$ cat config.mk
export PLATFORM = sky130hd
export DESIGN_NAME = lst_lead_one
export DESIGN_NICKNAME = d
export VERILOG_FILES = /design/src/hw/rtl/lst_lead_one.sv
export SDC_FILE = /design/constraint.sdc
export NUM_CORES = 1
export LEC_CHECK = 0
export ABC_AREA = 0
export ABC_CLOCK_PERIOD_IN_PS = 800
export BUFFER_PORTS_ARGS = -buffer_cell sky130_fd_sc_hd__buf_2
export CORE_AREA = 2 2 39 41
export DETAILED_ROUTE_END_ITERATION = 16
export DIE_AREA = 0 0 41 43
export PLACE_DENSITY = 0.3
export SLEW_MARGIN = 20
export SYNTH_ARGS = -nofsm -noshare
export SYNTH_HDL_FRONTEND = slang
export SYNTH_SLANG_ARGS = --single-unit
$ cat constraint.sdc
create_clock -name vclk -period 0.8
set_input_delay 0.04 -clock vclk [all_inputs]
set_output_delay 0.04 -clock vclk [all_outputs]
set_load 0.05 [all_outputs]
$ cat src/hw/rtl/lst_lead_one.sv
module lst_lead_one #(
  parameter int W = 10
) (
  input  logic [W-1:0]         value,
  output logic [$clog2(W)-1:0] msb
);

  always_comb begin
    msb = '0;
    for (int i = 0; i < W; i++) begin
      if (value[i]) msb = ($clog2(W))'(i);
    end
  end

endmodule
==> metrics.txt <==
result of the run complete, no violations; warnings from Yosys 0; Req. time, crit path 760 ps; Buffers & Inverters on Critical Path 2; Pwr per Cell Area 655 nW/um2; fillcell total 155; total congestion overflow 0; register cell area after layout 0 um2; Worst Hold Launch value[8]; width of the chip 41 um; static power due to leakage 0.119 nW; total area of multi-input combinational cells 126 um2; pin count of the biggest net entering global routing 4; area share of the largest cell type after synthesis 0.207; number of port buffers 13; max_slew headroom 0.841; overall routed net length approximately 390 um; post-route antenna net violation count 0; CP Data Arrival Time 740 ps; post-synthesis sequential area ratio 0; die footprint 1760 um2; detailed-routing iteration count for the pre-antenna-repair pass 1; antenna violations before repair 0; via/cell ratio 3.52; kind of end point of the critical path output pin; final period utilization 0.972; Synth area leaders a21oi_1 21%, a221oi_2 21%, o31ai_2 17%; Hold Path Class in -> out; max_cap viols 0; placed inst area ~210 um2; maximum clock rate 1.29 GHz; final cell utilization of the core 0.209; std cell rows 14; number of buffers inserted for hold repair after clock tree synthesis 0; synthesis-to-finish area growth 298%; cell taking the most area after synthesis a21oi_1; commonest non-fill, non-tap cells in the layout 6 x buf_2, 6 x buf_6, 3 x buf_4; final HPWL from detailed placement 351 um; final RePlAce weighted congestion 0.582; synthesized cell area 72.6 um2; Final nets 40; launching element type of the critical path primary input; post-synthesis instance total 12; share of layout cells above drive strength 1 0.929; crit-path leading delay family compound AO/OA/AOI/OAI gates; placeable core region between 1000 and 1500 um2; first-pass GRT wire length 696 um; Final Hold Viols 0; Synth Net Count 22; initial core utilization 0.0524; peak supply drop 0.000211 V; mean routed wirelength per cell between 8 and 9 um; number of flip-flops and latches 0; critical path, cell by cell buf_8, nor2_4, a221oi_4, o31ai_4, buf_6; number of clock-tree buffers in the layout 0; number of vias after detailed routing 155; post-synthesis cell type count 7; Max stage delay cell, worst path o31ai_4; total DRC errors in the routed layout 0; Slew @ Worst Pin about 240 ps; unrepaired setup endpoints after global routing yes; post-route cell area 289 um2; Ports 14; critical path type in -> out; pins over their slew limit 0; vias in the first global route ~160; n_diodes 0; floorplan die height 43 um; worst setup path startpoint value[2]; average size of a mapped cell 6.05 um2; delay of the slowest cell on the worst path 220 ps; critical path peak fanout 2; iteration-0 DRC count of the detailed router 0; total routing resource utilization after global routing 0.0519; final count of negative-setup-slack endpoints 0; post-layout minimum cycle time 778 ps
==> worst min-delay path, delay by kind of cell <==
family	cells	cell delay (ps)
buffers and inverters	2	260
AOI/OAI and AO/OA	1	60
==> synthesized netlist by cell type (all sizes together) <==
library cell  count
nor2              3
o21ai             1
inv               2
or2               1
o31ai             1
a21oi             3
a221oi            1
==> layer usage <==
layer | vias up | track usage | routed length [um]
li1 | 75 | - | -
met4 | 0 | 0 | 0
met2 | 13 | 0.0781 | 175
met3 | 0 | 0.00524 | 62
met1 | 67 | 0.0823 | 154
met5 | - | 0 | 0
==> cell families after synthesis <==
group,synth area share
AND/OR/NAND/NOR,0.241
buffers and inverters,0.103
AO/OA/AOI/OAI,0.655
==> final timing paths <==
| kind | endpoint | slack, ps | cells past startpoint |
|---|---|---|---|
| worst min-delay path | msb[0] | 410 | 3 |
| worst max-delay path | msb[0] | 20 | 5 |
==> metrics by stage <==
stage                     worst slack (ps)  total power, W  cells  hold slack (ps)  TNS (ps)
after floorplan                      -41.9       0.0000868     12              207     -41.9
after global placement               -86.0        0.000141     43              470      -205
after detailed placement              -109        0.000141     43              471      -216
after CTS                             10.5        0.000169     43              425         0
after global routing                 -7.77        0.000202     44              419     -7.77
final                                 22.2        0.000189     44              408         0
==> power breakdown <==
group / switching [W] / internal [W] / total [W]
Combinational: 0.000103 / 0.0000859 / 0.000189
Sequential: 0 / 0 / 0
Clock: 0 / 0 / 0
==> repair_timing <==
action	4_1_cts	5_1_grt
endpoints found under the setup margin	3	3
pin swaps	1	3
gates resized for setup	12	11
buffers inserted	0	1
==> cell type report <==
type	count	share of cell area
multi-input combinational	10	0.437
timing repair buffer	16	0.468
tap	16	0.0693
inverter	2	0.0260
(Power assumes the default switching activity.)
