===== src/hw/rtl/lst_pkg.sv =====
package lst_pkg;

  localparam int NODE_W    = 9;
  localparam int DEPTH_W   = 9;
  localparam int POS_OUT_W = 10;
  localparam int STATUS_W  = 2;

  localparam logic FUNC_LOAD  = 1'b0;
  localparam logic FUNC_QUERY = 1'b1;

  localparam logic [STATUS_W-1:0] ST_OK        = 2'd0;
  localparam logic [STATUS_W-1:0] ST_NOT_BUILT = 2'd1;
  localparam logic [STATUS_W-1:0] ST_NO_NODE   = 2'd2;

  // one depth comparison for the shared compare unit
  typedef struct packed {
    logic [DEPTH_W-1:0] left;
    logic [DEPTH_W-1:0] right;
    logic               tie_left;
  } cmp_req_t;

endpackage


===== src/hw/rtl/lst_depth_cmp.sv =====
module lst_depth_cmp import lst_pkg::*; (
  input  cmp_req_t req,
  output logic     take_left
);

  assign take_left = req.tie_left ? (req.left <= req.right) : (req.left < req.right);

endmodule


===== config.mk =====
export PLATFORM = sky130hd
export DESIGN_NAME = lst_depth_cmp
export DESIGN_NICKNAME = d
export VERILOG_FILES = /design/src/hw/rtl/lst_pkg.sv /design/src/hw/rtl/lst_depth_cmp.sv
export SDC_FILE = /design/constraint.sdc
export NUM_CORES = 1
export LEC_CHECK = 0
export BUFFER_PORTS_ARGS = -buffer_cell sky130_fd_sc_hd__buf_4
export CELL_PAD_IN_SITES_DETAIL_PLACEMENT = 0
export CELL_PAD_IN_SITES_GLOBAL_PLACEMENT = 2
export CORE_AREA = 10 10 47 49
export DETAILED_ROUTE_END_ITERATION = 8
export DIE_AREA = 0 0 57 59
export PLACE_DENSITY_LB_ADDON = 0.1
export SETUP_SLACK_MARGIN = 0.4
export SLEW_MARGIN = 20
export SYNTH_ARGS = -nofsm -noshare
export SYNTH_HDL_FRONTEND = slang
export SYNTH_SLANG_ARGS = --single-unit

===== constraint.sdc =====
create_clock -name vclk -period 1.4
set_input_delay 0.21 -clock vclk [all_inputs]
set_output_delay 0.21 -clock vclk [all_outputs]
set_load 0.02 [all_outputs]

==> metrics.cfg <==
[pwr]
switching_share_pct=40.8
p_per_area_nw_per_um2=294
p_total_uw=154
clkPwrFrac_pct=0
p_sw_uw=63.0
ir_drop_v=0.000119
power.share.combinational_pct=100.0
p_leak_nw=0.247
pwr-share-seq_pct=0
p_int_uw=91.3

[worst_setup_path]
crit_chain=buf_4, ha_1, a211oi_2, nor2_2, o41ai_4, buf_4
critical_path.max_fanout=1
timing.critical_path.mode_cell=buf_4
crit_arrival_ps=1360
crit_type=primary input to primary output
worst-path-buf-inv=2
cp.required_ps=1190
critPathCapture=take_left
cpPeakStageDelay_ps=320
cp.depth=6
end_kind=primary output
crit_path_start_kind=primary input
path_delay_family=compound AO/OA/AOI/OAI gates
slowest_stage=o41ai_4
startpoint=req[15]

[hold_path]
hold_path.class=primary input to primary output
min_from=req[0]
holdPathStages=4

[drt]
first_pass_iters=4
dr_total_vias=287
drt_iter0_drc=2
ant_nets=0
wire_per_inst_um=11.6
drt_wl_total_um=787
drc=0
viasPerCell=4.22

[synth]
syn_area_um2=233
yosys_warnings=0
ys_seq_area_share_pct=0
synth_cells=31
yosys-top-cells-area=ha_1 48%, inv_1 15%, o41ai_2 7.0%, a211oi_2 5.4%, nand4_1 5.4%
synth_largest_area_cell=ha_1
synth_cell_types=11
synthesis.nets=59
syn_area_per_cell_um2=7.51
synth_top_area_share_pct=48.4

[place]
dpl.cell_count=67
io_buffers=20
dp_slack_ps=-218
gp_congestion=0.714
dp_hpwl_um=736

[timing]
period_share_pct=112
slew_viol_final=0
setup_slack_ps=-167
worstMarginPinSlew_ps=229
finalCriticalPeriod_ps=1570
rsz0062_at_grt=yes
slew_headroom_pct=84.7
final_hold_viol_count=0
setup-violations-final=1
fmax_ghz=0.638

[status]
violations=setup timing
status=finished with violations

[grt]
grt_first_pass_wirelength_um=1400
grt_pass1_vias=330
globalRouteOverflowTotal=0
grtUsageTotal_pct=4.68
grt_max_degree=4
antenna_found_initial=0

[final_layout]
syn_to_final_growth_pct=126
mostFrequentLayoutCells=19 x buf_4, 6 x inv_1, 5 x ha_4
clkbuf_count=0
seq_area_um2=0
antenna_cells=0
design.seq.count=0
final_layout_size_suffix_gt1_share_pct=69.2
nets=82
instances_no_fill=68
n_fill_cell=156
final_common_cell=buf_4

[die]
core_area_um2=1400
io_pins=20
dieArea_um2=3360
rows=14
die_w_um=57
start_util_pct=16.6
chipHeight_um=59

[job]
cap_violations=0

[clock_network]
postCtsHoldBufs=0

## power by group through the flow
stage                     Clock (mW)  Sequential, mW  Combinational [mW]
after global placement             0               0               0.124
final                              0               0               0.154
after detailed placement           0               0               0.128
after floorplan                    0               0              0.0669
after global routing               0               0               0.177
after CTS                          0               0               0.145
## synth_stat cells
master and count:
o21ai_0 1, nand4_1 2, a211oi_2 1, o41ai_2 1
nor2_1 2, nand3_1 2, a21o_1 1, ha_1 9
inv_1 9, a21oi_1 2, nor3_1 1
## per-layer routing
metal | share of wire, % | track usage [%] | vias to the layer above
li1 | - | - | 151
met1 | 39 | 5.73 | 123
met2 | 50 | 7.91 | 13
met3 | 11 | 1.93 | 0
met4 | 0 | 0 | 0
met5 | 0 | 0 | -
## metrics by stage
| step | cell area [um^2] | hold slack [ps] | utilization (%) | TNS (ps) |
|---|---|---|---|---|
| floorplan | 282 | 616 | - | 0 |
| finish | 526 | 803 | 37.5 | -167 |
| global placement | 452 | 796 | 32.2 | -199 |
| global route | 526 | 838 | 37.5 | -236 |
| detailed placement | 452 | 814 | 32.2 | -218 |
| CTS | 494 | 815 | 35.3 | -174 |
## what timing repair did
item	CTS	global route
cloned	0	0
gates resized for setup	9	4
pin swaps	8	3
endpoints found under the setup margin	1	1
setup buffers	0	1
## cells by family after synthesis
family	count (synthesis)	share of synthesized area, %
AO/OA/AOI/OAI	6	22.0
adder cells (fa/ha/maj)	9	48.4
buffers and inverters	9	14.5
AND/OR/NAND/NOR	7	15.1
## how the worst min path moves through the flow
stage	endpoint	slack, ps
floorplan	take_left	620
global placement	take_left	800
detailed placement	take_left	810
CTS	take_left	810
global route	take_left	840
finish	take_left	800
## layout make-up
type / instances / area, um^2 / area share [%]
well taps: 16 / 20.0 / 3.81
inverters: 9 / 41.3 / 7.86
multi-input cells: 22 / 299 / 56.9
repair buffers: 21 / 165 / 31.4
Note: power is estimated with default switching activity, not from simulation.
